<file path="src/rtl/mesh_flood_duplicate_filter_top_macros.svh">
// Assertion helpers for the duplicate filter. Each helper checks one
// implication, sampled on the rising clock edge and held off during reset.
`ifndef MESH_FLOOD_DUPLICATE_FILTER_TOP_MACROS_SVH
`define MESH_FLOOD_DUPLICATE_FILTER_TOP_MACROS_SVH

`ifndef NO_ASSERTIONS
`define MFDF_ASSERT_SAME(lbl, clk, rstn, ante, cons, msg) \
    lbl: assert property (@(posedge clk) disable iff (!rstn) (ante) |-> (cons)) \
        else $error(msg);
`define MFDF_ASSERT_NEXT(lbl, clk, rstn, ante, cons, msg) \
    lbl: assert property (@(posedge clk) disable iff (!rstn) (ante) |=> (cons)) \
        else $error(msg);
`else
`define MFDF_ASSERT_SAME(lbl, clk, rstn, ante, cons, msg)
`define MFDF_ASSERT_NEXT(lbl, clk, rstn, ante, cons, msg)
`endif

`endif

</file>
<file path="src/rtl/mfdf_pkg.sv">
package mfdf_pkg;

    localparam int CACHE_DEPTH_DEF = 32;

    localparam int ID_W   = 32;
    localparam int MAC_W  = 48;
    localparam int BYTE_W = 8;
    localparam int CNT_W  = 32;
    localparam int VERD_W = 3;
    localparam int CFG_IDX_W  = 2;
    localparam int CFG_DATA_W = 48;

    localparam logic [MAC_W-1:0] BCAST_ADDR = {MAC_W{1'b1}};

    // Configuration register indexes.
    localparam logic [CFG_IDX_W-1:0] REG_MY_MAC     = 2'd0;
    localparam logic [CFG_IDX_W-1:0] REG_PROTO_VER  = 2'd1;
    localparam logic [CFG_IDX_W-1:0] REG_EMERG_TYPE = 2'd2;

    localparam logic [BYTE_W-1:0] PROTO_VER_RST = 8'd1;

    // Verdict codes.
    localparam logic [VERD_W-1:0] VERD_ACCEPT   = 3'd0;
    localparam logic [VERD_W-1:0] VERD_BAD_VER  = 3'd1;
    localparam logic [VERD_W-1:0] VERD_DUP      = 3'd2;
    localparam logic [VERD_W-1:0] VERD_AUTH     = 3'd3;
    localparam logic [VERD_W-1:0] VERD_REPLAY   = 3'd4;
    localparam logic [VERD_W-1:0] VERD_RECORDED = 3'd5;

    // Command word from the controller to the datapath.
    typedef struct packed {
        logic load;
        logic scan;
        logic finish;
    } dp_cmd_t;

    // Status word from the datapath to the controller.
    typedef struct packed {
        logic scan_last;
    } dp_status_t;

endpackage

</file>
<file path="src/rtl/mfdf_ctrl.sv">
module mfdf_ctrl
(
    input  logic                 clk,
    input  logic                 rst_n,
    input  logic                 start,
    input  mfdf_pkg::dp_status_t status,
    output mfdf_pkg::dp_cmd_t    cmd,
    output logic                 busy,
    output logic                 done
);

    typedef enum logic [2:0] {
        S_IDLE = 3'b001,
        S_SCAN = 3'b010,
        S_FIN  = 3'b100
    } state_t;

    state_t state_reg;
    state_t state_next;
    logic   done_reg;

    always_comb
    begin
        state_next = state_reg;
        case (state_reg)
            S_IDLE:
            begin
                if (start)
                begin
                    state_next = S_SCAN;
                end
            end
            S_SCAN:
            begin
                if (status.scan_last)
                begin
                    state_next = S_FIN;
                end
            end
            S_FIN:
            begin
                state_next = S_IDLE;
            end
            default:
            begin
                state_next = S_IDLE;
            end
        endcase
    end

    always_ff @(posedge clk or negedge rst_n)
    begin
        if (!rst_n)
        begin
            state_reg <= S_IDLE;
            done_reg  <= 1'b0;
        end
        else
        begin
            state_reg <= state_next;
            done_reg  <= (state_reg == S_FIN);
        end
    end

    assign cmd.load   = (state_reg == S_IDLE) && start;
    assign cmd.scan   = (state_reg == S_SCAN);
    assign cmd.finish = (state_reg == S_FIN);
    assign busy       = (state_reg != S_IDLE);
    assign done       = done_reg;

endmodule

</file>
<file path="src/rtl/mfdf_dp.sv">
module mfdf_dp
#(
    parameter int CACHE_DEPTH = mfdf_pkg::CACHE_DEPTH_DEF
)
(
    input  logic                                clk,
    input  logic                                rst_n,
    input  mfdf_pkg::dp_cmd_t                   cmd,
    output mfdf_pkg::dp_status_t                status,
    input  logic                                cfg_wr_en,
    input  logic [mfdf_pkg::CFG_IDX_W-1:0]      cfg_index,
    input  logic [mfdf_pkg::CFG_DATA_W-1:0]     cfg_data,
    input  logic                                command,
    input  logic [mfdf_pkg::BYTE_W-1:0]         version,
    input  logic [mfdf_pkg::ID_W-1:0]           message_id,
    input  logic [mfdf_pkg::BYTE_W-1:0]         msg_type,
    input  logic [mfdf_pkg::BYTE_W-1:0]         ttl,
    input  logic [mfdf_pkg::BYTE_W-1:0]         hop_count,
    input  logic [mfdf_pkg::MAC_W-1:0]          origin_mac,
    input  logic [mfdf_pkg::MAC_W-1:0]          dest_mac,
    input  logic                                auth_ok,
    input  logic                                replay_ok,
    output logic [mfdf_pkg::VERD_W-1:0]         verdict,
    output logic                                for_us,
    output logic                                relay,
    output logic [mfdf_pkg::BYTE_W-1:0]         relay_ttl,
    output logic [mfdf_pkg::BYTE_W-1:0]         relay_hops,
    output logic [mfdf_pkg::CNT_W-1:0]          dropped_total,
    output logic [mfdf_pkg::CNT_W-1:0]          received_total
);

    localparam int AW = (CACHE_DEPTH > 1) ? $clog2(CACHE_DEPTH) : 1;
    localparam int FW = $clog2(CACHE_DEPTH + 1);
    localparam logic [AW-1:0] LAST_ADDR = AW'(CACHE_DEPTH - 1);
    localparam logic [FW-1:0] FULL_CNT  = FW'(CACHE_DEPTH);

    // Configuration registers.
    logic [mfdf_pkg::MAC_W-1:0]  my_mac_reg;
    logic [mfdf_pkg::BYTE_W-1:0] proto_ver_reg;
    logic [mfdf_pkg::BYTE_W-1:0] emerg_type_reg;

    // Captured header word.
    logic                        command_reg;
    logic [mfdf_pkg::BYTE_W-1:0] version_reg;
    logic [mfdf_pkg::ID_W-1:0]   id_reg;
    logic [mfdf_pkg::BYTE_W-1:0] type_reg;
    logic [mfdf_pkg::BYTE_W-1:0] ttl_reg;
    logic [mfdf_pkg::BYTE_W-1:0] hops_reg;
    logic [mfdf_pkg::MAC_W-1:0]  origin_reg;
    logic [mfdf_pkg::MAC_W-1:0]  dest_reg;
    logic                        auth_reg;
    logic                        replay_reg;

    // Id cache and its scan.
    logic [mfdf_pkg::ID_W-1:0] cache_mem [CACHE_DEPTH];
    logic [mfdf_pkg::ID_W-1:0] rd_data_reg;
    logic [AW-1:0]             addr_reg;
    logic [AW-1:0]             rd_idx_reg;
    logic                      rd_vld_reg;
    logic                      hit_reg;
    logic [AW-1:0]             slot_reg;
    logic [FW-1:0]             fill_reg;

    logic [mfdf_pkg::CNT_W-1:0] drop_cnt_reg;
    logic [mfdf_pkg::CNT_W-1:0] acc_cnt_reg;

    logic [mfdf_pkg::VERD_W-1:0] verdict_reg;
    logic [mfdf_pkg::VERD_W-1:0] verdict_next;
    logic                        for_us_reg;
    logic                        relay_reg;
    logic                        relay_next;
    logic [mfdf_pkg::BYTE_W-1:0] relay_ttl_reg;
    logic [mfdf_pkg::BYTE_W-1:0] relay_hops_reg;

    logic [mfdf_pkg::ID_W-1:0] entry_val;
    logic                      hit_now;
    logic                      is_dup;
    logic                      dest_bcast;
    logic                      dest_me;
    logic                      do_write;
    logic                      do_drop;
    logic                      do_accept;

    always_ff @(posedge clk or negedge rst_n)
    begin
        if (!rst_n)
        begin
            my_mac_reg     <= '0;
            proto_ver_reg  <= mfdf_pkg::PROTO_VER_RST;
            emerg_type_reg <= '0;
        end
        else if (cfg_wr_en)
        begin
            case (cfg_index)
                mfdf_pkg::REG_MY_MAC:     my_mac_reg     <= cfg_data;
                mfdf_pkg::REG_PROTO_VER:  proto_ver_reg  <= cfg_data[mfdf_pkg::BYTE_W-1:0];
                mfdf_pkg::REG_EMERG_TYPE: emerg_type_reg <= cfg_data[mfdf_pkg::BYTE_W-1:0];
                default:
                begin
                end
            endcase
        end
    end

    always_ff @(posedge clk)
    begin
        if (cmd.load)
        begin
            command_reg <= command;
            version_reg <= version;
            id_reg      <= message_id;
            type_reg    <= msg_type;
            ttl_reg     <= ttl;
            hops_reg    <= hop_count;
            origin_reg  <= origin_mac;
            dest_reg    <= dest_mac;
            auth_reg    <= auth_ok;
            replay_reg  <= replay_ok;
        end
    end

    // Entries past the fill count were never written and read as zero.
    assign entry_val = (FW'(rd_idx_reg) < fill_reg) ? rd_data_reg : '0;
    assign hit_now   = rd_vld_reg && (entry_val == id_reg);
    assign is_dup    = hit_reg || hit_now;

    assign status.scan_last = cmd.scan && (addr_reg == LAST_ADDR);

    assign dest_bcast = (dest_reg == mfdf_pkg::BCAST_ADDR);
    assign dest_me    = (dest_reg == my_mac_reg);

    always_comb
    begin
        verdict_next = mfdf_pkg::VERD_ACCEPT;
        do_drop      = 1'b0;
        do_accept    = 1'b0;
        if (command_reg)
        begin
            verdict_next = mfdf_pkg::VERD_RECORDED;
        end
        else if (version_reg != proto_ver_reg)
        begin
            verdict_next = mfdf_pkg::VERD_BAD_VER;
            do_drop      = 1'b1;
        end
        else if (is_dup)
        begin
            verdict_next = mfdf_pkg::VERD_DUP;
        end
        else if (!auth_reg)
        begin
            verdict_next = mfdf_pkg::VERD_AUTH;
            do_drop      = 1'b1;
        end
        else if (!replay_reg)
        begin
            verdict_next = mfdf_pkg::VERD_REPLAY;
            do_drop      = 1'b1;
        end
        else
        begin
            do_accept = 1'b1;
        end
    end

    assign relay_next = do_accept && (origin_reg != my_mac_reg) && (ttl_reg > 8'd1)
                        && ((type_reg == emerg_type_reg) || dest_bcast || !dest_me);
    assign do_write   = cmd.finish && (command_reg || do_accept);

    always_ff @(posedge clk)
    begin
        if (do_write)
        begin
            cache_mem[slot_reg] <= id_reg;
        end
        rd_data_reg <= cache_mem[addr_reg];
        rd_idx_reg  <= addr_reg;
    end

    always_ff @(posedge clk or negedge rst_n)
    begin
        if (!rst_n)
        begin
            addr_reg     <= '0;
            rd_vld_reg   <= 1'b0;
            hit_reg      <= 1'b0;
            slot_reg     <= '0;
            fill_reg     <= '0;
            drop_cnt_reg <= '0;
            acc_cnt_reg  <= '0;
        end
        else
        begin
            rd_vld_reg <= cmd.scan;
            if (cmd.load)
            begin
                addr_reg <= '0;
                hit_reg  <= 1'b0;
            end
            else if (cmd.scan)
            begin
                addr_reg <= (addr_reg == LAST_ADDR) ? '0 : addr_reg + 1'b1;
                hit_reg  <= is_dup;
            end
            if (do_write)
            begin
                slot_reg <= (slot_reg == LAST_ADDR) ? '0 : slot_reg + 1'b1;
                if (fill_reg != FULL_CNT)
                begin
                    fill_reg <= fill_reg + 1'b1;
                end
            end
            if (cmd.finish && do_drop)
            begin
                drop_cnt_reg <= drop_cnt_reg + 1'b1;
            end
            if (cmd.finish && do_accept)
            begin
                acc_cnt_reg <= acc_cnt_reg + 1'b1;
            end
        end
    end

    always_ff @(posedge clk)
    begin
        if (cmd.finish)
        begin
            verdict_reg    <= verdict_next;
            for_us_reg     <= do_accept && (dest_me || dest_bcast);
            relay_reg      <= relay_next;
            relay_ttl_reg  <= relay_next ? ttl_reg - 1'b1 : '0;
            relay_hops_reg <= relay_next ? hops_reg + 1'b1 : '0;
        end
    end

    assign verdict        = verdict_reg;
    assign for_us         = for_us_reg;
    assign relay          = relay_reg;
    assign relay_ttl      = relay_ttl_reg;
    assign relay_hops     = relay_hops_reg;
    assign dropped_total  = drop_cnt_reg;
    assign received_total = acc_cnt_reg;

endmodule

</file>
<file path="src/rtl/mesh_flood_duplicate_filter_top.sv">
// Header screen for a flooding mesh. Pulse start with a header word while busy
// is low; the block rejects wrong versions, drops ids already held in a ring
// cache of CACHE_DEPTH recent ids, drops packets that failed the outside
// authentication or replay checks, and for accepted packets records the id and
// decides on local delivery and relay. A record command only writes the id
// into the cache. A word is screened by a sweep of the whole cache before the
// next start can be taken: the cache sits in one memory whose single read port
// is swept one entry per cycle, busy stays high for that sweep and for a finish
// state that settles the verdict, and the next start is taken in the first idle
// cycle after that. The result word appears in the cycle in which busy falls,
// marked by done high for exactly one cycle; the receiver cannot hold it off,
// so it must take it in that cycle. A new start may be given in that same cycle.
// The drop and receive totals wrap and stay on their ports between results. The
// cache reads as all zero after reset without any clearing pass: a fill count
// marks which entries have been written, so id zero counts as seen until the
// ring has been overwritten. Configuration writes are taken at once and must
// only be made while idle.
`include "mesh_flood_duplicate_filter_top_macros.svh"

module mesh_flood_duplicate_filter_top
#(
    parameter int CACHE_DEPTH = mfdf_pkg::CACHE_DEPTH_DEF
)
(
    input  logic                                clk,
    input  logic                                rst_n,
    input  logic                                start,
    output logic                                busy,
    output logic                                done,
    input  logic                                cfg_wr_en,
    input  logic [mfdf_pkg::CFG_IDX_W-1:0]      cfg_index,
    input  logic [mfdf_pkg::CFG_DATA_W-1:0]     cfg_data,
    input  logic                                command,
    input  logic [mfdf_pkg::BYTE_W-1:0]         version,
    input  logic [mfdf_pkg::ID_W-1:0]           message_id,
    input  logic [mfdf_pkg::BYTE_W-1:0]         msg_type,
    input  logic [mfdf_pkg::BYTE_W-1:0]         ttl,
    input  logic [mfdf_pkg::BYTE_W-1:0]         hop_count,
    input  logic [mfdf_pkg::MAC_W-1:0]          origin_mac,
    input  logic [mfdf_pkg::MAC_W-1:0]          dest_mac,
    input  logic                                auth_ok,
    input  logic                                replay_ok,
    output logic [mfdf_pkg::VERD_W-1:0]         verdict,
    output logic                                for_us,
    output logic                                relay,
    output logic [mfdf_pkg::BYTE_W-1:0]         relay_ttl,
    output logic [mfdf_pkg::BYTE_W-1:0]         relay_hops,
    output logic [mfdf_pkg::CNT_W-1:0]          dropped_total,
    output logic [mfdf_pkg::CNT_W-1:0]          received_total
);

    // The controller sequences load, cache sweep and finish; the datapath
    // holds the configuration, the captured header, the cache and counters.
    mfdf_pkg::dp_cmd_t    dp_cmd;
    mfdf_pkg::dp_status_t dp_status;

    mfdf_ctrl u_ctrl
    (
        .clk    (clk),
        .rst_n  (rst_n),
        .start  (start),
        .status (dp_status),
        .cmd    (dp_cmd),
        .busy   (busy),
        .done   (done)
    );

    mfdf_dp
    #(
        .CACHE_DEPTH (CACHE_DEPTH)
    )
    u_dp
    (
        .clk            (clk),
        .rst_n          (rst_n),
        .cmd            (dp_cmd),
        .status         (dp_status),
        .cfg_wr_en      (cfg_wr_en),
        .cfg_index      (cfg_index),
        .cfg_data       (cfg_data),
        .command        (command),
        .version        (version),
        .message_id     (message_id),
        .msg_type       (msg_type),
        .ttl            (ttl),
        .hop_count      (hop_count),
        .origin_mac     (origin_mac),
        .dest_mac       (dest_mac),
        .auth_ok        (auth_ok),
        .replay_ok      (replay_ok),
        .verdict        (verdict),
        .for_us         (for_us),
        .relay          (relay),
        .relay_ttl      (relay_ttl),
        .relay_hops     (relay_hops),
        .dropped_total  (dropped_total),
        .received_total (received_total)
    );

    // An accepted start always leads into the cache sweep.
    `MFDF_ASSERT_NEXT(a_start_busy, clk, rst_n, start && !busy, busy, "start did not raise busy")

    // A result is only shown once the block is ready for the next word.
    `MFDF_ASSERT_SAME(a_done_idle, clk, rst_n, done, !busy, "result shown while busy")

    // Only accepted packets may be delivered or relayed.
    `MFDF_ASSERT_SAME(a_reject_quiet, clk, rst_n,
        done && (verdict != mfdf_pkg::VERD_ACCEPT), !for_us && !relay,
        "rejected word marked for delivery or relay")

    // A relayed copy always keeps some hop budget.
    `MFDF_ASSERT_SAME(a_relay_ttl, clk, rst_n, done && relay, relay_ttl != 8'd0,
        "relay with zero ttl")

endmodule

</file>
<file path="config.mk">
export PLATFORM = sky130hd
export DESIGN_NAME = mesh_flood_duplicate_filter_top
export DESIGN_NICKNAME = d
export VERILOG_FILES = /design/src/rtl/mfdf_pkg.sv /design/src/rtl/mfdf_ctrl.sv /design/src/rtl/mfdf_dp.sv /design/src/rtl/mesh_flood_duplicate_filter_top.sv
export VERILOG_INCLUDE_DIRS = /design/src /design/src/rtl
export SDC_FILE = /design/constraint.sdc
export NUM_CORES = 1
export LEC_CHECK = 0
export BUFFER_PORTS_ARGS = -buffer_cell sky130_fd_sc_hd__clkbuf_2
export CELL_PAD_IN_SITES_DETAIL_PLACEMENT = 1
export CELL_PAD_IN_SITES_GLOBAL_PLACEMENT = 1
export CORE_MARGIN = 5
export CORE_UTILIZATION = 35
export DETAILED_ROUTE_END_ITERATION = 10
export HOLD_SLACK_MARGIN = 0.08
export PLACE_DENSITY = 0.61
export RECOVER_POWER = 100
export SETUP_SLACK_MARGIN = 0.3
export SLEW_MARGIN = 10
export SYNTH_ARGS = -nofsm -noshare
export SYNTH_HDL_FRONTEND = slang
export SYNTH_SLANG_ARGS = --single-unit
</file>
<file path="constraint.sdc">
create_clock -name clk -period 13.2 [get_ports clk]
set_input_delay 1.32 -clock clk [delete_from_list [all_inputs] [get_ports clk]]
set_output_delay 1.32 -clock clk [all_outputs]
set_load 0.005 [all_outputs]
</file>
# [Yosys cells after proc, flatten, opt, wreduce, memory -nomap -nowiden]
# Memory sizes are Yosys's and may differ from the RTL's. A register that Yosys moved wholly into a read port is not among the register bits.
# Cells that the tools add are included.
[word_totals] regBits=339 mem_bits_rw=1024 in_bits=217 word_cells=106 mem_count=1
[memory_table] memory="u_dp.cache_mem" depth=32 width=32 rd=1 rd_ports_with_merged_regs=1 wr=1 line_no="mfdf_dp.sv:55" source="logic [mfdf_pkg::ID_W-1:0] cache_mem [CACHE_DEPTH];"
[op_classes] n_addsub=7 order_cmp=2 n_eq_ne=17 muxes=26 reduce_logical=24
[op_table] operator="$add A32 B1 Y32 const B" count=2
[op_table] operator="$eq A48 B48 Y1" count=1
[op_table] operator="$eq A48 B48 Y1 const B" count=1
[op_table] operator="$ne A48 B48 Y1" count=1
[op_table] operator="$eq A32 B32 Y1" count=1
[op_table] operator="$mux W32" count=1
[op_table] operator="$mux W5" count=4
[op_table] operator="$mux W3" count=6
[op_table] operator="$mux W1" count=14
[op_table] operator="$add A5 B1 Y5 const B" count=2
[op_table] operator="$eq A5 B5 Y1 const B" count=2
[op_table] operator="$logic_and A1 B1 Y1" count=10
[op_table] operator="$reduce_and A2 Y1" count=5
[op_table] operator="$add A8 B1 Y8 const B" count=1
[op_table] operator="$eq A8 B8 Y1" count=1
[op_table] operator="$gt A8 B1 Y1 const B" count=1
[op_table] operator="$ne A8 B8 Y1" count=1
[op_table] operator="$sub A8 B1 Y8 const B" count=1
[op_table] operator="$add A6 B1 Y6 const B" count=1
[op_table] operator="$lt A5 B6 Y1" count=1
[op_table] operator="$ne A6 B6 Y1 const B" count=1
[op_table] operator="$pmux W3 S2" count=1
[op_table] operator="$logic_or A1 B1 Y1" count=5
[op_table] operator="$ne A2 B2 Y1 const B" count=2
[op_table] operator="10 further kinds" count=10

# [Depth between registers and ports, before layout]
# Gate-level depths: netlist of run 1.
[depth] word_depth=12 depth_mapped=15

# [Modules after synthesis]
# Synthesis of run 1 repeated with hierarchy kept, for this count alone.
[unflattened] cells_unflattened=3107 hier_area_um2=54636.2
[by_module_without_submodules] mod="mfdf_dp" n_inst=1 cells_per_inst=3095 area_per_inst_um2=54468.5 seq_area_each_um2=40670.3
[by_module_without_submodules] mod="mfdf_ctrl" n_inst=1 cells_per_inst=12 area_per_inst_um2=167.7 seq_area_each_um2=101.3

# [Worst setup path after synthesis of run 1]
# Ideal clock, no wire load.
[synth_path] kind="input port to flip-flop" startpoint="input start" endpoint="register u_dp.addr_reg[3]" setup_ns=0.137 arrival_ns=5.266 required_time_ns=13.063 setup_slack_ns=7.797 path_stages=5 path_cell_list="nand2_1 inv_1 nor2_1 o21ai_0 o31ai_1"
[synth_lines] element="from (decl)" line_no="mesh_flood_duplicate_filter_top.sv:27" source="input logic start,"
[synth_lines] element="to (signal assigned)" line_no="mfdf_dp.sv:202" source="addr_reg <= (addr_reg == LAST_ADDR) ? '0 : addr_reg + 1'b1;"
[synth_lines] element="to (decl)" line_no="mfdf_dp.sv:57" source="logic [AW-1:0] addr_reg;"

==> out/results.tsv, run 1 <==
metric	value	unit
multiplexer fraction of the synthesized cell area	15.4	%
number of buffers inserted by hold repair at cts	0	
Final Net Count	3217	
count of fill cells added during filler insertion	14700	
Clock Skew	42.5	ps
combinational fraction of design power	17.3	%
clock share of power	35.3	%
power density relative to cell area	184	nW/µm²
global-route wire length before repair	212000	µm
post-route antenna net violation count	0	
share of post-route cells with drive strength above 1	26.0	%
Top reg by flops	u_dp.cache_mem	
DPL Wire Length	94500	µm
Synth Net Count	2827	
# clock sinks	1395	
final-report hold violation count	0	
unique cell type count in the Yosys netlist	67	
Avg Vias per Cell	5.24	
async set-or-reset flop fraction in the synthesized netlist	10.8	%
Bufs on Longest Clock Path	3	
via count of the first global-routing pass	29300	
post-route setup slack	4650	ps
clock latency on the worst-skew pair	790	ps
buffer type at the clock tree root	clkbuf_16	
final critical path time including I/O delays and setup	8550	ps
Period Utilization, post-route	64.8	%
starting density of the core	35.2	%
total length of routed wires	147000	µm
synthesis-to-layout area growth	15.6	%
IR Drop Worst-Case VDD	0.139	mV
largest family of logic cells by synthesized area	multiplexers	
Crit Path Class	input port to flip-flop	
total leakage power	20.0	nW
most frequently used flop master after synthesis	edfxtp_1	
maximum frequency from static timing analysis	117	MHz
die outline width	404	µm
global router's overall resource usage	17.8	%
Worst Hold Class	flip-flop to flip-flop	
global route total overflow	0	
area of the core	154000	µm²
Worst Path Arrival	8580	ps
portion of total power attributed to sequential cells	47.4	%
worst-case register-to-register setup slack	4680	ps
flip-flop count of the largest register after layout	1024	
YS warnings	0	
number of setup buffers added after CTS	0	
violated checks	max-capacitance violations, max-slew violations	
clock transition at the register clock pins on the worst setup and hold paths after CTS	60	ps
synthesized-area fraction occupied by ao, oa, aoi and oai cells	1.26	%
H-tree level count	4	
post-synthesis share of cell area spent on and, or, nand and nor gates	3.41	%
Pre-Repair DR Iteration Count	5	
largest net degree at the start of global routing	137	
synthesized-area fraction occupied by adder cells	0.415	%
count of state elements after synthesis	1395	
Num CTS Buffers	148	
DIE AREA	163000	µm²
area of the multi-input gates	12900	µm²
setup TNS	0	ps
Max-Cap Viols	77	
kind of end point of the critical path	flip-flop	
number of antenna violations at the first check in global routing	12	
fraction of synthesized cell area in xor and xnor cells	3.30	%
cell internal pwr	0.00845	W
via count	27000	
Worst Tran Pin Value	6060	ps
switching share of power	26.9	%
required time of the worst setup path	13230	ps
Worst Setup Slack post-DPL	7990	ps
largest fanout on the critical path	108	
switching power of the nets	0.00310	W
overall die height	404	µm
Post-route DRC	0	
RSZ-0062 raised after global routing	no	
count of pins on the block boundary	304	
result of the run	finished, violations left	
Resized Gates After CTS	0	
Setup-failing EPs final	0	
relative slew slack	-304	%
count of routing violations after the opening detailed-route iteration	2129	
average wire length per cell after detail routing	28.5	µm
combined area of all synthesized cells	54200	µm²
Pins Over Slew Limit	2784	
final estimated routing congestion in global placement	0.806	
cells after synthesis	2592	
EDFF count, synth	1208	
clock tree from TritonCTS	yes	
area used by sequential logic in the layout	40800	µm²
IO Port Bufs	303	
crit start category	input port	
mean cell area of the mapped netlist	20.9	µm²
proportion of synthesized chip area in sequential cells	75.2	%
row count	144	
[worst paths after layout]
check / from / cells after the start / to
setup / recovery: start / 4 / u_dp.origin_reg[20]
setup reg to reg: u_ctrl.state_reg[0] / 4 / u_dp.origin_reg[20]
min in group asynchronous: rst_n / 1 / u_ctrl.done
hold reg to reg: u_dp.dropped_total[31] / 1 / u_dp.dropped_total[31]
hold / removal: u_dp.dropped_total[31] / 1 / u_dp.dropped_total[31]
max in group asynchronous: rst_n / 2 / u_dp.my_mac_reg[21]
[critical path, cell delays in order]
cell	delay [ps]
clkbuf_2	90
nand2_1	170
clkinvlp_2	4430
clkbuf_1	2350
[area by class of cell]
| cell class | count | share of cell area (%) |
|---|---|---|
| Clock inverter | 73 | 1.17 |
| Inverter | 29 | 0.176 |
| Clock buffer | 198 | 6.42 |
| Multi-Input combinational cell | 1059 | 20.5 |
| Timing Repair Buffer | 349 | 2.52 |
| Tap cell | 2044 | 4.08 |
| Antenna cell | 10 | 0.0399 |
| Sequential cell | 1395 | 65.1 |
[power by group through the flow]
stage	clock network, W	registers [W]	logic [W]
6_report	0.00408	0.00547	0.00200
5_1_grt	0.00438	0.00549	0.00212
4_1_cts	0.00418	0.00543	0.00203
3_5_place_dp	0	0.00552	0.00203
3_3_place_gp	0	0.00552	0.00199
2_1_floorplan	0	0.00548	0.00120
[per-layer routing]
metal,share of wire (%),GRT usage (%),wire length (µm),vias up
met5,0.014,0,20,-
met4,2.3,4.93,3430,2
met3,4.2,2.65,6160,196
met2,53,31.3,77500,754
met1,41,23.2,59900,14600
li1,-,-,-,11400
[cells by family (layout without fill, tap and decap cells)]
family	count (synthesis)	count (layout)
muxes	423	423
AOI/OAI and AO/OA	93	93
other	0	10
xor gates and xnor gates	204	204
buffers and inverters	138	649
and+or+nand+nor	321	321
DFF	1395	1395
adders and majority gates	18	18
[placed cells by master (no fill, tap or decap), types with 23 or more instances in the layout]
cell type  synthesis  routed
edfxtp_1        1208    1208
nand2_1           31      31
mux4_2           320     320
inv_1             29      28
nand3_1           34      34
nand4_1           78      78
clkinv_1           0      23
and3_1            55      55
clkbuf_2           0     170
dfrtp_1          148     148
nor2_1            41      41
clkbuf_16          0     150
xnor2_1          190     190
dfxtp_1           37      37
mux2_2            98      89
clkinv_2           0      23
clkbuf_1          68     210
[synth_stat cells, types with 18 or more instances]
master | n | area share, %
nand4_1 | 78 | 0.90
clkbuf_1 | 68 | 0.47
dfxtp_1 | 37 | 1.4
ha_1 | 18 | 0.42
nand2_1 | 31 | 0.21
mux2_2 | 98 | 2.0
edfxtp_1 | 1208 | 67
a21oi_1 | 20 | 0.18
inv_1 | 29 | 0.20
and3_1 | 55 | 0.63
nand3_1 | 34 | 0.31
dfrtp_1 | 148 | 6.8
nor2_1 | 41 | 0.28
mux4_2 | 320 | 13
xnor2_1 | 190 | 3.1
buf_1 | 30 | 0.21
[stage by stage]
step | std cells | hold slack [ps] | power, W | utilization [%] | cell area, µm²
floorplan | 2592 | 345 | 0.00668 | - | 54200
global placement | 4876 | 462 | 0.00750 | 37.9 | 58300
detailed placement | 4876 | 496 | 0.00754 | 37.9 | 58300
CTS | 5147 | 509 | 0.0116 | 40.9 | 63100
global route | 5156 | 530 | 0.0120 | 40.7 | 62700
finish | 5157 | 499 | 0.0115 | 40.7 | 62700
No activity file was read; power rests on OpenSTA's default activity.
==> inputs of run 2 (changes only) <==
Settings changed: ABC_AREA set to 1, PLACE_DENSITY 0.61 to 0.64.
Clock period 13.2 ns to 8.8 ns, I/O delays scaled along.
==> run 2 against run 1 <==
  * The run still ends with max-capacitance violations, max-slew violations left
  * Clock power increased by 55%
  * Critical path type is now flip-flop to flip-flop
  * Highest routed layer is now met4
  * Design area increased by 3.7%
  * Worst setup slack got worse by 2500 ps
  * First-iteration DRC count increased by 64%
==> out/results.tsv, run 2 <==
metric	value	unit
# clock sinks	1395	
DIE AREA	170000	µm²
slowest stage delay, CP	2840	ps
Resized Gates After CTS	0	
CP endpoint	u_dp.rd_data_reg[31]	
busiest layer in global routing	met2	
Crit Path Class	flip-flop to flip-flop	
dominant cell by count in the synthesized netlist	edfxtp_1	
count of fill cells added during filler insertion	17200	
Post-route DRC	0	
Bufs on Longest Clock Path	3	
async set-or-reset flop fraction in the synthesized netlist	10.8	%
YS warnings	0	
relative slew slack	-253	%
overall die height	412	µm
violated checks	max-capacitance violations, max-slew violations	
Max-Cap Viols	70	
R2R cell count	9	
global router's overall resource usage	20.5	%
largest net degree at the start of global routing	185	
worst-case register-to-register setup slack	2110	ps
global-route wire length before repair	263000	µm
Hold Path Depth	1	
share of post-route cells with drive strength above 1	10.0	%
combined area of all synthesized cells	56500	µm²
commonest non-fill, non-tap cell in the layout	edfxtp_1	
cell family with most CP delay	buffers and inverters	
IR Drop Worst-Case VDD	0.221	mV
Worst Hold Class	input port to flip-flop	
hold_ws	277	ps
total length of routed wires	179000	µm
Setup-failing EPs final	0	
most used cells in the layout excluding fill and tap cells	edfxtp_1, nor2_1, o21ai_0	
Clock Skew	30.0	ps
count of pins on the block boundary	304	
mean cell area of the mapped netlist	12.2	µm²
via count of the first global-routing pass	39800	
number of setup buffers added after CTS	0	
total leakage power	22.5	nW
number of antenna violations at the first check in global routing	5	
final estimated routing congestion in global placement	0.805	
final-report hold violation count	0	
Top reg by flops	u_dp.cache_mem	
RSZ-0062 raised after global routing	no	
DPL Wire Length	109000	µm
result of the run	finished, violations left	
flip-flop count of the largest register after layout	1024	
sum of internal, switching and leakage power	0.0200	W
kind of end point of the critical path	flip-flop	
average wire length per cell after detail routing	24.8	µm
Avg Vias per Cell	5.35	
required time of the worst setup path	9440	ps
clock transition at the register clock pins on the worst setup and hold paths after CTS	70	ps
proportion of synthesized chip area in sequential cells	72.2	%
depth of the critical timing path with buffers and inverters included	9	
Worst Path Arrival	7320	ps
critical-path cell list	clkbuf_2 -> inv_8 -> buf_4 -> o21ai_0 -> o22ai_1 -> o21ai_0 -> o22ai_1 -> nand2_1 -> nand2_1	
Crit. Startpoint	u_dp.addr_reg[0]	
cell taking the most area after synthesis	edfxtp_1	
Period Utilization, post-route	76.0	%
proportion of netlist area held by the largest area contributor	64.2	%
reg2reg start	u_dp.addr_reg[0]	
number of buffers inserted by hold repair at cts	0	
clock tree from TritonCTS	yes	
number of standard cells in the final layout excluding fillers	7232	
CP max stage cell	clkbuf_2	
H-tree level count	4	
die outline width	412	µm
crit start category	flip-flop	
unique cell type count in the Yosys netlist	45	
largest fanout on the critical path	184	
Critical R2R Capture	u_dp.rd_data_reg[31]	
synth top area cells	edfxtp_1, dfrtp_1, o21ai_0	
IO Port Bufs	303	
global routing met3 resource utilization	2.80	%
Commonest cells post-synth	edfxtp_1, nor2_1, o21ai_0	
most frequently used flop master after synthesis	edfxtp_1	
global routing usage on met1	27.4	%
global route total overflow	0	
power density relative to cell area	308	nW/µm²
EDFF count, synth	1208	
setup TNS	0	ps
Num CTS Buffers	153	
maximum frequency from static timing analysis	149	MHz
synthesis-to-layout area growth	15.0	%
number of cells in the design after placement	6948	
starting density of the core	35.2	%
count of routing violations after the opening detailed-route iteration	3485	
Final Net Count	5178	
Pre-Repair DR Iteration Count	5	
GR Util met2	35.0	%
Worst Tran Pin Value	5300	ps
Synth Net Count	4859	
clock latency on the worst-skew pair	780	ps
buffer type at the clock tree root	clkbuf_16	
count of state elements after synthesis	1395	
buffers plus inverters on the worst setup path	3	
via count	38700	
post-route antenna net violation count	0	
Pins Over Slew Limit	2234	
cells after synthesis	4624	
final critical path time including I/O delays and setup	6690	ps
area of the core	161000	µm²
row count	147	
[run 2: logic make-up (layout without fill, tap and decap cells)]
family	Yosys count	in the layout	share of synthesized area, %
simple gates	1589	1589	11.7
flops	1395	1395	72.2
compound gates	1034	1034	10.0
buf+inv	424	868	3.03
xor+xnor	134	134	2.08
mux	30	30	0.598
fa+ha+maj	18	18	0.399
other cells	0	4	0
[run 2: layer usage]
layer,part of all wire [%],wire (µm)
met4,2.9,5260
met1,43,76200
met5,0,0
met3,4.9,8850
met2,50,88800
[run 2: worst min-delay path by stage]
stage	start	to	slack (ps)
finish	message_id[29]	u_dp.id_reg[29]	280
global route	ttl[0]	u_dp.ttl_reg[0]	230
CTS	rst_n	u_dp.dropped_total[11]	200
detailed placement	u_dp.proto_ver_reg[6]	u_dp.proto_ver_reg[6]	490
global placement	u_dp.my_mac_reg[3]	u_dp.my_mac_reg[3]	470
floorplan	u_dp.addr_reg[3]	u_dp.rd_idx_reg[3]	350
[run 2: where the power goes]
| group | switching (W) | total (W) | leakage [nW] | internal [W] |
|---|---|---|---|---|
| Clock | 0.00269 | 0.00632 | 2.41 | 0.00363 |
| Combinational | 0.00366 | 0.00492 | 6.97 | 0.00126 |
| Sequential | 0.000393 | 0.00878 | 13.2 | 0.00839 |
| Total | 0.00674 | 0.0200 | 22.5 | 0.0133 |
[run 2: per-stage QoR]
step                setup slack (ps)  util [%]  instance area [µm²]
floorplan                       2260         -                56500
global placement                3870      37.9                60800
detailed placement              3660      37.9                60800
CTS                             3650      40.9                65700
global route                    1710      40.5                65000
finish                          2110      40.5                65000
[run 2: final cells by class]
type / count / area, µm² / share of cell area (%)
multi-input cells: 2805 / 14000 / 21.5
flip-flops and latches: 1395 / 40800 / 62.7
repair buffers: 419 / 1960 / 3.02
inverters: 169 / 656 / 1.01
clock buffers: 215 / 4290 / 6.60
well taps: 2160 / 2700 / 4.16
clock inverters: 65 / 631 / 0.970
diodes: 4 / 10.0 / 0.0154
